File: src/hdl/hmac_pkg.sv
// Shared types, constants and helper functions for the HMAC-SHA1 engine.
// No dependencies; hmac_queue, hmac_sha1_core, hmac_sha1_engine and the bench import this package.
package hmac_pkg;

	localparam int BLOCK_BYTES = 64;
	localparam int BLOCK_BITS = BLOCK_BYTES * 8;
	localparam int DIGEST_BYTES = 20;
	localparam int FILL_W = $clog2(BLOCK_BYTES);
	localparam int ROUNDS = 80;

	localparam logic [7:0] IPAD_BYTE = 8'h36;
	localparam logic [7:0] OPAD_BYTE = 8'h5C;
	localparam logic [7:0] PAD_MARK = 8'h80;
	localparam logic [FILL_W-1:0] LEN_POS = FILL_W'(BLOCK_BYTES - 8);
	localparam logic [FILL_W-1:0] LAST_POS = FILL_W'(BLOCK_BYTES - 1);
	localparam logic [63:0] OUTER_LEN_BITS = 64'((BLOCK_BYTES + DIGEST_BYTES) * 8);

	localparam logic [159:0] SHA1_IV = {32'h67452301, 32'hEFCDAB89, 32'h98BADCFE,
		32'h10325476, 32'hC3D2E1F0};

	// One input word as it waits in the queue.
	typedef struct packed {
		logic [7:0] data_byte;
		logic       byte_present;
		logic       end_of_message;
	} item_t;

	// Command from the sequencer to the compression unit.
	typedef struct packed {
		logic                  start;
		logic                  init;
		logic [BLOCK_BITS-1:0] block;
	} core_cmd_t;

	typedef enum logic [2:0] {
		ST_IDLE,
		ST_PAD80,
		ST_PADZ,
		ST_LEN,
		ST_OKEY,
		ST_DIG,
		ST_OUT
	} seq_state_t;

	function automatic logic [31:0] rol32(input logic [31:0] x, input int n);
		rol32 = (x << n) | (x >> (32 - n));
	endfunction

endpackage

File: src/hdl/hmac_if.sv
// Valid/ready channel interfaces for message input and digest output.
// Depends on nothing.
interface hmac_in_if;
	logic       valid;
	logic       ready;
	logic [7:0] data_byte;
	logic       byte_present;
	logic       end_of_message;
	modport source (output valid, data_byte, byte_present, end_of_message, input ready);
	modport sink (input valid, data_byte, byte_present, end_of_message, output ready);
endinterface

interface hmac_out_if;
	logic        valid;
	logic        ready;
	logic [63:0] digest_high;
	logic [63:0] digest_mid;
	logic [31:0] digest_low;
	modport source (output valid, digest_high, digest_mid, digest_low, input ready);
	modport sink (input valid, digest_high, digest_mid, digest_low, output ready);
endinterface

File: src/hdl/hmac_queue.sv
// Front end: accepts input words into a two-entry queue for the sequencer.
// Depends on hmac_pkg and hmac_in_if.
module hmac_queue (
	input  logic           clk,
	input  logic           arst_n,
	hmac_in_if.sink        in_ch,
	input  logic           pop,
	output logic           item_valid,
	output hmac_pkg::item_t item
);
	import hmac_pkg::*;

	item_t      slot_q [2];
	logic       wr_ptr_q;
	logic       rd_ptr_q;
	logic [1:0] count_q;
	logic       push;
	logic       take;

	assign in_ch.ready = (count_q != 2'd2);
	assign push = in_ch.valid && in_ch.ready;
	assign item_valid = (count_q != 2'd0);
	assign take = pop && item_valid;
	assign item = slot_q[rd_ptr_q];

	// Pointer and occupancy bookkeeping.
	always_ff @(posedge clk or negedge arst_n) begin
		if (!arst_n) begin
			wr_ptr_q <= 1'b0;
			rd_ptr_q <= 1'b0;
			count_q <= 2'd0;
		end else begin
			if (push) wr_ptr_q <= ~wr_ptr_q;
			if (take) rd_ptr_q <= ~rd_ptr_q;
			count_q <= count_q + {1'b0, push} - {1'b0, take};
		end
	end

	// Entry storage.
	always_ff @(posedge clk) begin
		if (push) begin
			slot_q[wr_ptr_q] <= '{data_byte: in_ch.data_byte,
				byte_present: in_ch.byte_present, end_of_message: in_ch.end_of_message};
		end
	end
endmodule

File: src/hdl/hmac_sha1_core.sv
// SHA-1 compression unit: one round per cycle, then a final step folds the result into the chain.
// Depends on hmac_pkg.
module hmac_sha1_core (
	input  logic                 clk,
	input  logic                 arst_n,
	input  hmac_pkg::core_cmd_t  cmd,
	output logic                 busy,
	output logic [159:0]         chain
);
	import hmac_pkg::*;

	logic [31:0] chain_q [5];
	logic [31:0] a_q, b_q, c_q, d_q, e_q;
	logic [31:0] w_q [16];
	logic [6:0]  round_q;
	logic        busy_q;
	logic [31:0] f, k, t, w_new;

	assign busy = busy_q;
	assign chain = {chain_q[0], chain_q[1], chain_q[2], chain_q[3], chain_q[4]};

	// Round function and schedule expansion.
	always_comb begin
		if (round_q < 7'd20) begin
			f = (b_q & c_q) | (~b_q & d_q);
			k = 32'h5A827999;
		end else if (round_q < 7'd40) begin
			f = b_q ^ c_q ^ d_q;
			k = 32'h6ED9EBA1;
		end else if (round_q < 7'd60) begin
			f = (b_q & c_q) | (b_q & d_q) | (c_q & d_q);
			k = 32'h8F1BBCDC;
		end else begin
			f = b_q ^ c_q ^ d_q;
			k = 32'hCA62C1D6;
		end
		t = rol32(a_q, 5) + f + e_q + k + w_q[0];
		w_new = rol32(w_q[13] ^ w_q[8] ^ w_q[2] ^ w_q[0], 1);
	end

	// Control.
	always_ff @(posedge clk or negedge arst_n) begin
		if (!arst_n) begin
			busy_q <= 1'b0;
			round_q <= '0;
		end else if (cmd.start) begin
			busy_q <= 1'b1;
			round_q <= '0;
		end else if (busy_q) begin
			if (round_q == 7'(ROUNDS)) busy_q <= 1'b0;
			round_q <= round_q + 7'd1;
		end
	end

	// Working variables, schedule window and chaining value.
	always_ff @(posedge clk) begin
		if (cmd.start) begin
			for (int i = 0; i < 16; i++) w_q[i] <= cmd.block[BLOCK_BITS-1-32*i -: 32];
			for (int i = 0; i < 5; i++) begin
				if (cmd.init) chain_q[i] <= SHA1_IV[159-32*i -: 32];
			end
			a_q <= cmd.init ? SHA1_IV[159:128] : chain_q[0];
			b_q <= cmd.init ? SHA1_IV[127:96] : chain_q[1];
			c_q <= cmd.init ? SHA1_IV[95:64] : chain_q[2];
			d_q <= cmd.init ? SHA1_IV[63:32] : chain_q[3];
			e_q <= cmd.init ? SHA1_IV[31:0] : chain_q[4];
		end else if (busy_q) begin
			if (round_q == 7'(ROUNDS)) begin
				chain_q[0] <= chain_q[0] + a_q;
				chain_q[1] <= chain_q[1] + b_q;
				chain_q[2] <= chain_q[2] + c_q;
				chain_q[3] <= chain_q[3] + d_q;
				chain_q[4] <= chain_q[4] + e_q;
			end else begin
				for (int i = 0; i < 15; i++) w_q[i] <= w_q[i+1];
				w_q[15] <= w_new;
				e_q <= d_q;
				d_q <= c_q;
				c_q <= rol32(b_q, 30);
				b_q <= a_q;
				a_q <= t;
			end
		end
	end
endmodule

File: src/hdl/hmac_sha1_engine.sv
// HMAC-SHA1 engine. Message bytes arrive one per input word on in_ch; the key sits in eight
// 64-bit registers written through cfg_we/cfg_index/cfg_data (index 0 holds key bytes 0..7,
// big-endian, zero past the key length; keys above 64 bytes must be hashed by software). A
// word with end_of_message set yields one 160-bit HMAC on out_ch. A two-entry queue decouples
// the input from the sequencer. Every 64th byte starts a compression during which the next
// byte waits. The first word of a message waits while the inner key block is compressed, and
// the end adds padding plus the outer key block and outer digest.
// Depends on hmac_pkg, hmac_if, hmac_queue and hmac_sha1_core.
module hmac_sha1_engine (
	input  logic        clk,
	input  logic        arst_n,
	hmac_in_if.sink     in_ch,
	hmac_out_if.source  out_ch,
	input  logic        cfg_we,
	input  logic [3:0]  cfg_index,
	input  logic [63:0] cfg_data
);
	import hmac_pkg::*;

	logic [63:0]           key_q [8];
	logic                  item_valid;
	item_t                 item;
	logic                  pop;
	core_cmd_t             cmd;
	logic                  core_busy;
	logic [159:0]          chain;
	seq_state_t            state_q, state_d;
	logic [BLOCK_BITS-1:0] buf_q;
	logic [FILL_W-1:0]     fill_q;
	logic [60:0]           msg_q;
	logic [60:0]           msg_next;
	logic                  started_q;
	logic                  outer_q;
	logic [63:0]           len_q;
	logic [159:0]          dig_q;
	logic [4:0]            cnt_q;
	logic                  out_valid_q;
	logic [159:0]          out_q;
	logic                  out_free;
	logic                  push_en;
	logic [7:0]            push_byte;
	logic                  key_start;
	logic [7:0]            key_pad;
	logic [BLOCK_BITS-1:0] key_block;
	logic [BLOCK_BITS-1:0] buf_next;

	hmac_queue u_queue (
		.clk(clk), .arst_n(arst_n), .in_ch(in_ch), .pop(pop),
		.item_valid(item_valid), .item(item)
	);

	hmac_sha1_core u_core (
		.clk(clk), .arst_n(arst_n), .cmd(cmd), .busy(core_busy), .chain(chain)
	);

	// Key registers.
	always_ff @(posedge clk or negedge arst_n) begin
		if (!arst_n) begin
			for (int i = 0; i < 8; i++) key_q[i] <= '0;
		end else if (cfg_we && cfg_index < 4'd8) begin
			key_q[cfg_index[2:0]] <= cfg_data;
		end
	end

	assign out_free = !out_valid_q || out_ch.ready;
	assign msg_next = msg_q + {60'd0, item.byte_present};
	assign buf_next = {buf_q[BLOCK_BITS-9:0], push_byte};

	// Padded key block.
	always_comb begin
		for (int i = 0; i < 8; i++) key_block[BLOCK_BITS-1-64*i -: 64] = key_q[i] ^ {8{key_pad}};
	end

	// Next state.
	always_comb begin
		state_d = state_q;
		unique case (state_q)
			ST_IDLE: if (!core_busy && item_valid && started_q && item.end_of_message)
				state_d = ST_PAD80;
			ST_PAD80: if (!core_busy) state_d = ST_PADZ;
			ST_PADZ: if (!core_busy && fill_q == LEN_POS) state_d = ST_LEN;
			ST_LEN: if (!core_busy && cnt_q == 5'd7) state_d = outer_q ? ST_OUT : ST_OKEY;
			ST_OKEY: if (!core_busy) state_d = ST_DIG;
			ST_DIG: if (!core_busy && cnt_q == 5'(DIGEST_BYTES - 1)) state_d = ST_PAD80;
			ST_OUT: if (!core_busy && out_free) state_d = ST_IDLE;
			default: state_d = ST_IDLE;
		endcase
	end

	// Sequencer actions.
	always_comb begin
		pop = 1'b0;
		push_en = 1'b0;
		push_byte = item.data_byte;
		key_start = 1'b0;
		key_pad = IPAD_BYTE;
		unique case (state_q)
			ST_IDLE: if (!core_busy && item_valid) begin
				if (!started_q) key_start = 1'b1;
				else begin
					pop = 1'b1;
					push_en = item.byte_present;
				end
			end
			ST_PAD80: begin
				push_en = !core_busy;
				push_byte = PAD_MARK;
			end
			ST_PADZ: begin
				push_en = !core_busy && fill_q != LEN_POS;
				push_byte = 8'h00;
			end
			ST_LEN: begin
				push_en = !core_busy;
				push_byte = len_q[63:56];
			end
			ST_OKEY: begin
				key_start = !core_busy;
				key_pad = OPAD_BYTE;
			end
			ST_DIG: begin
				push_en = !core_busy;
				push_byte = dig_q[159:152];
			end
			ST_OUT: ;
			default: ;
		endcase
		cmd.start = key_start || (push_en && fill_q == LAST_POS);
		cmd.init = key_start;
		cmd.block = key_start ? key_block : buf_next;
	end

	// Sequencer control registers.
	always_ff @(posedge clk or negedge arst_n) begin
		if (!arst_n) begin
			state_q <= ST_IDLE;
			fill_q <= '0;
			msg_q <= '0;
			started_q <= 1'b0;
			outer_q <= 1'b0;
			cnt_q <= '0;
			out_valid_q <= 1'b0;
		end else begin
			state_q <= state_d;
			if (key_start) fill_q <= '0;
			else if (push_en) fill_q <= fill_q + 1'b1;
			if (key_start && !outer_q) begin
				msg_q <= '0;
				started_q <= 1'b1;
			end else if (pop) begin
				msg_q <= msg_next;
			end
			if (state_q == ST_PADZ) cnt_q <= '0;
			else if (state_q == ST_OKEY) cnt_q <= '0;
			else if (push_en && (state_q == ST_LEN || state_q == ST_DIG)) cnt_q <= cnt_q + 5'd1;
			if (state_q == ST_OKEY && !core_busy) outer_q <= 1'b1;
			if (state_q == ST_OUT && !core_busy && out_free) begin
				outer_q <= 1'b0;
				started_q <= 1'b0;
				out_valid_q <= 1'b1;
			end else if (out_ch.ready) begin
				out_valid_q <= 1'b0;
			end
		end
	end

	// Sequencer data registers.
	always_ff @(posedge clk) begin
		if (push_en) buf_q <= buf_next;
		if (pop && item.end_of_message) len_q <= {61'(msg_next + 61'(BLOCK_BYTES)), 3'b000};
		else if (state_q == ST_DIG && state_d == ST_PAD80) len_q <= OUTER_LEN_BITS;
		else if (state_q == ST_LEN && push_en) len_q <= {len_q[55:0], 8'h00};
		if (state_q == ST_OKEY && !core_busy) dig_q <= chain;
		else if (state_q == ST_DIG && push_en) dig_q <= {dig_q[151:0], 8'h00};
		if (state_q == ST_OUT && !core_busy && out_free) out_q <= chain;
	end

	assign out_ch.valid = out_valid_q;
	assign out_ch.digest_high = out_q[159:96];
	assign out_ch.digest_mid = out_q[95:32];
	assign out_ch.digest_low = out_q[31:0];

	// The compression unit is never restarted while it works.
	a_no_start_busy: assert property (@(posedge clk) disable iff (!arst_n)
		cmd.start |-> !core_busy) else $error("compression started while busy");

	// A digest appears only from the output state.
	a_out_from_seq: assert property (@(posedge clk) disable iff (!arst_n)
		$rose(out_valid_q) |-> $past(state_q) == ST_OUT) else $error("stray digest");

	// Input is consumed only while the sequencer is idle and a message is open.
	a_pop_idle: assert property (@(posedge clk) disable iff (!arst_n)
		pop |-> (state_q == ST_IDLE && started_q)) else $error("item taken out of turn");
endmodule

File: src/flat_wrapper.sv
// flat-port wrapper written by rule: the top's interface ports become plain ports
module hmac_sha1_engine_flat import hmac_pkg::*;
  (clk, arst_n, cfg_we, cfg_index, cfg_data, in_ch_valid, in_ch_data_byte, in_ch_byte_present, in_ch_end_of_message, in_ch_ready, out_ch_valid, out_ch_digest_high, out_ch_digest_mid, out_ch_digest_low, out_ch_ready);
  hmac_in_if in_ch_i ();
  hmac_out_if out_ch_i ();
  input  logic clk;
  input  logic arst_n;
  input  logic cfg_we;
  input  logic [3:0] cfg_index;
  input  logic [63:0] cfg_data;
  input wire logic [$bits(in_ch_i.valid)-1:0] in_ch_valid;
  input wire logic [$bits(in_ch_i.data_byte)-1:0] in_ch_data_byte;
  input wire logic [$bits(in_ch_i.byte_present)-1:0] in_ch_byte_present;
  input wire logic [$bits(in_ch_i.end_of_message)-1:0] in_ch_end_of_message;
  output wire logic [$bits(in_ch_i.ready)-1:0] in_ch_ready;
  output wire logic [$bits(out_ch_i.valid)-1:0] out_ch_valid;
  output wire logic [$bits(out_ch_i.digest_high)-1:0] out_ch_digest_high;
  output wire logic [$bits(out_ch_i.digest_mid)-1:0] out_ch_digest_mid;
  output wire logic [$bits(out_ch_i.digest_low)-1:0] out_ch_digest_low;
  input wire logic [$bits(out_ch_i.ready)-1:0] out_ch_ready;
  assign in_ch_i.valid = in_ch_valid;
  assign in_ch_i.data_byte = in_ch_data_byte;
  assign in_ch_i.byte_present = in_ch_byte_present;
  assign in_ch_i.end_of_message = in_ch_end_of_message;
  assign in_ch_ready = in_ch_i.ready;
  assign out_ch_valid = out_ch_i.valid;
  assign out_ch_digest_high = out_ch_i.digest_high;
  assign out_ch_digest_mid = out_ch_i.digest_mid;
  assign out_ch_digest_low = out_ch_i.digest_low;
  assign out_ch_i.ready = out_ch_ready;
  hmac_sha1_engine u_core (.clk(clk), .arst_n(arst_n), .in_ch(in_ch_i), .out_ch(out_ch_i), .cfg_we(cfg_we), .cfg_index(cfg_index), .cfg_data(cfg_data));
endmodule
File: config.mk
export PLATFORM = sky130hd
export DESIGN_NAME = hmac_sha1_engine_flat
export DESIGN_NICKNAME = d
export VERILOG_FILES = /design/src/hdl/hmac_pkg.sv /design/src/hdl/hmac_if.sv /design/src/hdl/hmac_queue.sv /design/src/hdl/hmac_sha1_core.sv /design/src/hdl/hmac_sha1_engine.sv /design/src/flat_wrapper.sv
export SDC_FILE = /design/constraint.sdc
export NUM_CORES = 2
export LEC_CHECK = 0
export ABC_AREA = 0
export BUFFER_PORTS_ARGS = -buffer_cell sky130_fd_sc_hd__buf_4
export CORE_MARGIN = 2
export CORE_UTILIZATION = 63
export DETAILED_ROUTE_END_ITERATION = 8
export PLACE_DENSITY = 0.8
export REMOVE_ABC_BUFFERS = 1
export SYNTH_ARGS = -nofsm -noshare
export SYNTH_HDL_FRONTEND = slang
export SYNTH_HIERARCHICAL = 1
export SYNTH_SLANG_ARGS = --single-unit
export TNS_END_PERCENT = 1
File: constraint.sdc
create_clock -name clk -period 31.7 [get_ports clk]
set_clock_uncertainty 0.1 [all_clocks]
set_input_delay 4.755 -clock clk [delete_from_list [all_inputs] [get_ports clk]]
set_output_delay 4.755 -clock clk [all_outputs]
set_load 0.005 [all_outputs]
# [After elaboration in Yosys (flattened, before gate mapping)]
# Memories as Yosys holds them, arrays and structs flattened.
# Index checks and enable logic that the tools add are counted.
[totals] elab_cells=265 ramBits=692 mem_count=3 ff_bits=1647 out_inout_bits=162 input_bits=83
[op_classes] n_eq_ne=15 add_sub_neg=16 bitwise=48 n_lt_le_gt_ge=6 reduce_logical=41 muxes=107
[mem_list] memory="u_core.u_core.w_q" words=16 word_bits=32 read_ports=16 rd_ports_with_merged_regs=0 wr=16 line_no="hmac_sha1_core.sv:14" text="logic [31:0] w_q [16];"
[mem_list] memory="u_core.u_core.chain_q" words=5 word_bits=32 read_ports=5 rd_ports_with_merged_regs=0 wr=5 line_no="hmac_sha1_core.sv:12" text="logic [31:0] chain_q [5];"
[mem_list] memory="u_core.u_queue.slot_q" words=2 word_bits=10 read_ports=1 rd_ports_with_merged_regs=0 wr=1 line_no="hmac_queue.sv:13" text="item_t slot_q [2];"
[op_table] operator="32-bit two-way mux" count=46
[op_table] operator="512-bit bitwise mux" count=1
[op_table] operator="512-bit two-way mux" count=1
[op_table] operator="64-bit bitwise XOR" count=8
[op_table] operator="160-bit two-way mux" count=2
[op_table] operator="32-bit adder" count=9
[op_table] operator="64-bit two-way mux" count=4
[op_table] operator="64-bit demux with 3-bit select" count=1
[op_table] operator="32-bit bitwise XOR" count=5
[op_table] operator="32-bit AND" count=4
[op_table] operator="61-bit two-way mux" count=2
[op_table] operator="32-bit bitwise OR" count=3
[op_table] operator="61-bit by 1-bit adder with 61-bit output" count=1
[op_table] operator="61-bit by 7-bit adder with 61-bit output (second input constant)" count=1
[op_table] operator="32-bit NOT" count=1
[op_table] operator="32-bit by 1-bit bitwise OR with 32-bit output" count=1
[op_table] operator="32-bit by 30-bit bitwise OR with 32-bit output" count=1
[op_table] operator="32-bit by 5-bit bitwise OR with 32-bit output" count=1
[op_table] operator="8-bit case mux with 4 select lines" count=1
[op_table] operator="31-bit two-way mux" count=1
[op_table] operator="1-bit two-way mux" count=29
[op_table] operator="1-bit logical AND" count=22
[op_table] operator="3-bit two-way mux" count=7
[op_table] operator="7-bit two-way mux" count=3
[op_table] operator="other kinds (35)" count=78

# [Longest topological paths before layout]
[depth] ltp_word=13 ltp_mapped=25 ltp_nobuf=24

# [Modules after synthesis]
# Netlist, hierarchy kept.
[by_module_without_submodules] module="hmac_sha1_engine" area_each_um2=62337.3 cells_per_inst=4676 n_inst=1
[by_module_without_submodules] module="hmac_sha1_core" area_each_um2=47289.1 cells_per_inst=3710 n_inst=1
[by_module_without_submodules] module="hmac_queue" area_each_um2=917.1 cells_per_inst=48 n_inst=1

# [Worst setup path after synthesis]
# OpenSTA, ideal clock, no wires.
[synth_path] path_kind="flip-flop to flip-flop" startpoint="register u_core.fill_q[0]" endpoint="memory u_core.u_core.w_q[0][0] (enable)" setup_slack_ns=5.328 path_stages_with_launch=13 n_path_buf=2 t_required_ns=27.940 arrival_time_ns=22.612 period_less_slack_ns=26.372 path_cell_list="dfrtp_1 inv_1 ha_1 or3b_2 a21o_1 a22oi_1 clkinv_1 nand3_1 o21ai_0 clkinv_1 clkbuf_1 clkbuf_1 nand2_1"
[synth_rtl] item="from (decl)" line_no="hmac_sha1_engine.sv:29" text="logic [FILL_W-1:0] fill_q;"
[synth_rtl] item="from (signal assigned)" line_no="hmac_sha1_engine.sv:146" text="else if (push_en) fill_q <= fill_q + 1'b1;"
[synth_rtl] item="to (decl)" line_no="hmac_sha1_core.sv:14"

# [Final worst setup path]
[layout_path] startpoint="register u_core.u_core.round_q[4]" endpoint="register u_core.u_core.a_q[29], data pin"
[layout_between] elab_chain_len=11
[layout_rtl] item="from (decl)" line_no="hmac_sha1_core.sv:15" text="logic [6:0] round_q;"
[layout_rtl] item="from (signal assigned)" line_no="hmac_sha1_core.sv:51" text="round_q <= round_q + 7'd1;"
[layout_rtl] item="7-bit by 6-bit less-than comparator with 1-bit output" line_no="hmac_sha1_core.sv:30" text="end else if (round_q < 7'd60) begin"
[layout_rtl] item="32-bit two-way mux" line_no="hmac_sha1_core.sv:30"
[layout_rtl] item="32-bit two-way mux" line_no="hmac_sha1_core.sv:27" text="end else if (round_q < 7'd40) begin"
[layout_rtl] item="32-bit two-way mux" line_no="hmac_sha1_core.sv:24" text="if (round_q < 7'd20) begin"
[layout_rtl] item="32-bit adder (2 in series)" line_no="hmac_sha1_core.sv:37" text="t = rol32(a_q, 5) + f + e_q + k + w_q[0];"
[layout_rtl] item="32-bit adder (*) (2 in series)" line_no="hmac_sha1_core.sv:37"
[layout_rtl] item="32-bit two-way mux (*)" line_no="hmac_sha1_core.sv:68" text="if (round_q == 7'(ROUNDS)) begin"
[layout_rtl] item="32-bit two-way mux (*)" line_no="hmac_sha1_core.sv:67" text="end else if (busy_q) begin"
[layout_rtl] item="32-bit two-way mux (*)" line_no="hmac_sha1_core.sv:57" text="if (cmd.start) begin"
[layout_rtl] item="to (signal assigned)" line_no="hmac_sha1_core.sv:62" text="a_q <= cmd.init ? SHA1_IV[159:128] : chain_q[0];"
[layout_rtl] item="to (signal assigned)" line_no="hmac_sha1_core.sv:81" text="a_q <= t;"
[layout_rtl] item="to (decl)" line_no="hmac_sha1_core.sv:13" text="logic [31:0] a_q, b_q, c_q, d_q, e_q;"
# Every way passes the cells marked *; elsewhere a longest branch is shown, timed or not. The select of a mux whose other input is x is not followed.
# A chain may end at the register's enable or synchronous reset.

==> key figures <==
Route
  – Routed via count: 69500
  – Final WL: 282000 um
  – Via/cell ratio: 6.26
  – Drt drc: 0
  – Average wire per standard cell: 25.4 um
  – DR iter-0 viols: 7794
  – Detail Route Antenna Nets: 0
  – Pre-antenna DRT Iters: 6

Global route
  – Largest net degree at the start of global routing: 216
  – Vias in the first global route: 68800
  – Global route overflow: 0
  – First-pass GRT wire length: 425000 um
  – Total Routing Usage GR: 31.3%
  – Initial antenna violation count: 19

Place
  – RePlAce Congestion: 0.954
  – Pre-CTS setup slack: 23380 ps
  – Post-DP HPWL: 185000 um
  – PortBufs: 244

Synth
  – Post-synthesis cell count: 8434
  – Sequential share of the synthesized area: 60.8%
  – Synth Area per Inst: 13.1 um2
  – Post-Syn Area: 111000 um2
  – FFs w/ async S/R, synth: 25.7%
  – Synth unique cells: 106
  – Main synth FF type: edfxtp_1
  – Yosys reg bits: 2339
  – YS warnings: 6
  – Number of synthesized flops with an enable pin: 1737

Timing
  – Setup Viol. Count Final: 0
  – RSZ-0062 raised after global routing: false
  – Minimum clock period after layout: 8260 ps
  – Final worst slack: 23440 ps
  – Slew HR: 14.6%
  – Final Hold Vio Count: 0
  – Slew Viols, Final: 0
  – Setup total negative slack: 0 ps
  – Least-Margin Pin Slew: 1280 ps
  – Final worst-path cycle share: 26.1%
  – Fmax: 121 MHz

Status
  – Outcome: finished, final reports clean

Setup path
  – Crit-path max FO: 18
  – Required @ worst endpoint: 32210 ps
  – Worst path max stage delay: 780 ps
  – Most used cell, CP: fa_1
  – CP Cell Sequence: nand4_1 -> nor2b_1 -> nand2_1 -> nand2_1 -> clkinv_1 -> a221oi_1 -> fa_1 -> fa_1 -> fa_1 -> inv_1 -> ha_1 -> inv_1 -> fa_1 -> nor2b_1 -> o31a_1 -> o21ai_1 -> o21ai_0 -> o211ai_1 -> a21oi_1 -> a211oi_1 -> a21oi_1 -> xnor2_1 -> a21oi_1
  – CP arrival: 8770 ps
  – Critical Path End Type: flip-flop
  – Critical path startpoint category: flip-flop
  – Setup CP Type: reg -> reg
  – Slowest cell on crit path: clkinv_1

Die
  – Die X: 423 um
  – I/O pins: 245
  – Core area: 174000 um2
  – Die ar.: 179000 um2
  – Starting density of the core: 63.5%
  – Row count: 153
  – Vert. Die Dim: 423 um

Finish
  – Layout cells sized above 1: 21.8%
  – Register Area: 67200 um2
  – Area of the multi-input gates: 40800 um2
  – FILL cells: 11500
  – Area delta synth->final: 10.7%
  – Nets: 8975
  – Utilization after layout: 70.3%

Clock tree
  – Post-CTS Setup Inserts: 0
  – CTS sink cnt: 2339
  – Worst-path clk slew: 70 ps
  – CTS resizes: 0
  – Number of buffers created by CTS: 228
  – CTS tree: done
  – Root Buffer: clkbuf_16
  – Max clock buf depth: 3
  – CTS Hold Buffers Added: 0
  – Clock latency on the worst-skew pair: 900 ps
  – CTS HTree Levels: 4

Flow run
  – MaxCap Viol Count: 0

Hold path
  – Hold WC Path Type: reg -> reg
routing by layer:
layer	share of wire [%]	vias to the layer above	GRT usage [%]	wire length, um
met5	0.018	-	0	50
met4	4.4	8	12.9	12300
met3	8.1	571	4.99	22900
met2	47	3118	49.2	133000
met1	40	35100	43.9	114000
li1	-	30800	-	-
state kept, by name (all words and copies together), names as in the netlist, 61 cells and up:
signal                 count
u_core/msg_q              61
u_core/len_q              61
u_core/buf_q             504
u_core/u_core/chain_q    160
u_core/dig_q             160
u_core/u_core/w_q        512
u_core/key_q             512
u_core/out_q             160
stage by stage:
step                      cells  area, um2  hold slack [ps]
after floorplan            8015     109000              326
after global placement    10700     114000              328
after detailed placement  10700     114000              332
after CTS                 11100     122000              346
after global routing      11100     122000              348
final                     11100     122000              341
cell usage after synthesis (23+ instances only):
library cell,count,area share (%)
ha_1,203,2.3
nor2b_1,39,0.22
buf_1,27,0.092
and3_1,33,0.19
a21oi_1,214,0.97
nor3_1,62,0.28
nand2b_1,33,0.19
nor4_1,27,0.15
nand3_1,68,0.31
o21a_1,34,0.23
and2_1,32,0.18
nand2_1,1133,3.8
inv_1,283,0.96
mux2i_1,23,0.21
o22a_1,51,0.40
a22o_1,64,0.51
nor2_1,293,0.99
clkbuf_1,365,1.2
mux2_2,1147,12
dfrtp_1,602,14
edfxtp_1,1737,47
nand4_1,60,0.34
a21o_1,86,0.58
o21ai_0,667,3.0
xor2_1,260,2.1
o211ai_1,23,0.16
fa_1,125,2.3
xnor2_1,346,2.7
worst max-delay path, delay by kind of cell (launching register included):
| kind | cells | cell delay, ps |
|---|---|---|
| buffers and inverters | 3 | 910 |
| adders and majority gates | 5 | 2030 |
| DFF | 1 | 440 |
| and+or+nand+nor | 5 | 2110 |
| AOI/OAI and AO/OA | 9 | 2220 |
| xor gates and xnor gates | 1 | 140 |
layout make-up:
| class | instances | area share (%) |
|---|---|---|
| multi-input combinational | 5387 | 33.3 |
| antenna | 9 | 0.0184 |
| sequential | 2339 | 54.9 |
| tap | 2325 | 2.38 |
| timing repair buffer | 319 | 2.04 |
| clock buffer | 300 | 5.07 |
| inverter | 289 | 0.897 |
| clock inverter | 134 | 1.33 |
placed cells by master (no fill, tap or decap), types with 125 or more instances in the layout:
cell,instances
nand2_1,1129
edfxtp_1,1737
clkbuf_16,229
ha_1,203
xnor2_1,346
fa_1,125
nor2_1,289
buf_4,311
dfrtp_1,602
xor2_1,260
mux2_2,1147
a21oi_1,214
o21ai_0,665
inv_1,283
logic make-up after synthesis:
kind of cell	share of synthesized area, %
AO/OA/AOI/OAI	7.70
XOR/XNOR	4.80
adder cells (fa/ha/maj)	4.56
buffers and inverters	2.46
flip-flops	60.8
multiplexers	12.0
AND/OR/NAND/NOR	7.69
final timing paths:
path	startpoint	endpoint	slack, ps	cells after the start
worst max-delay path	u_core/u_core/round_q[4]	u_core/u_core/a_q[29]	23440	23
worst min-delay path	u_core/buf_q[400]	u_core/buf_q[408]	340	0
worst max register to register	u_core/u_core/round_q[4]	u_core/u_core/a_q[29]	23440	23
worst min register to register	u_core/buf_q[400]	u_core/buf_q[408]	340	0
max in group asynchronous	arst_n	u_core/msg_q[40]	24470	4
min in group asynchronous	arst_n	u_core/key_q[203]	3790	1
Power is left out: the tool's default activity adds up to more than one toggle a clock period on the data nets, which glitch-free logic cannot reach.
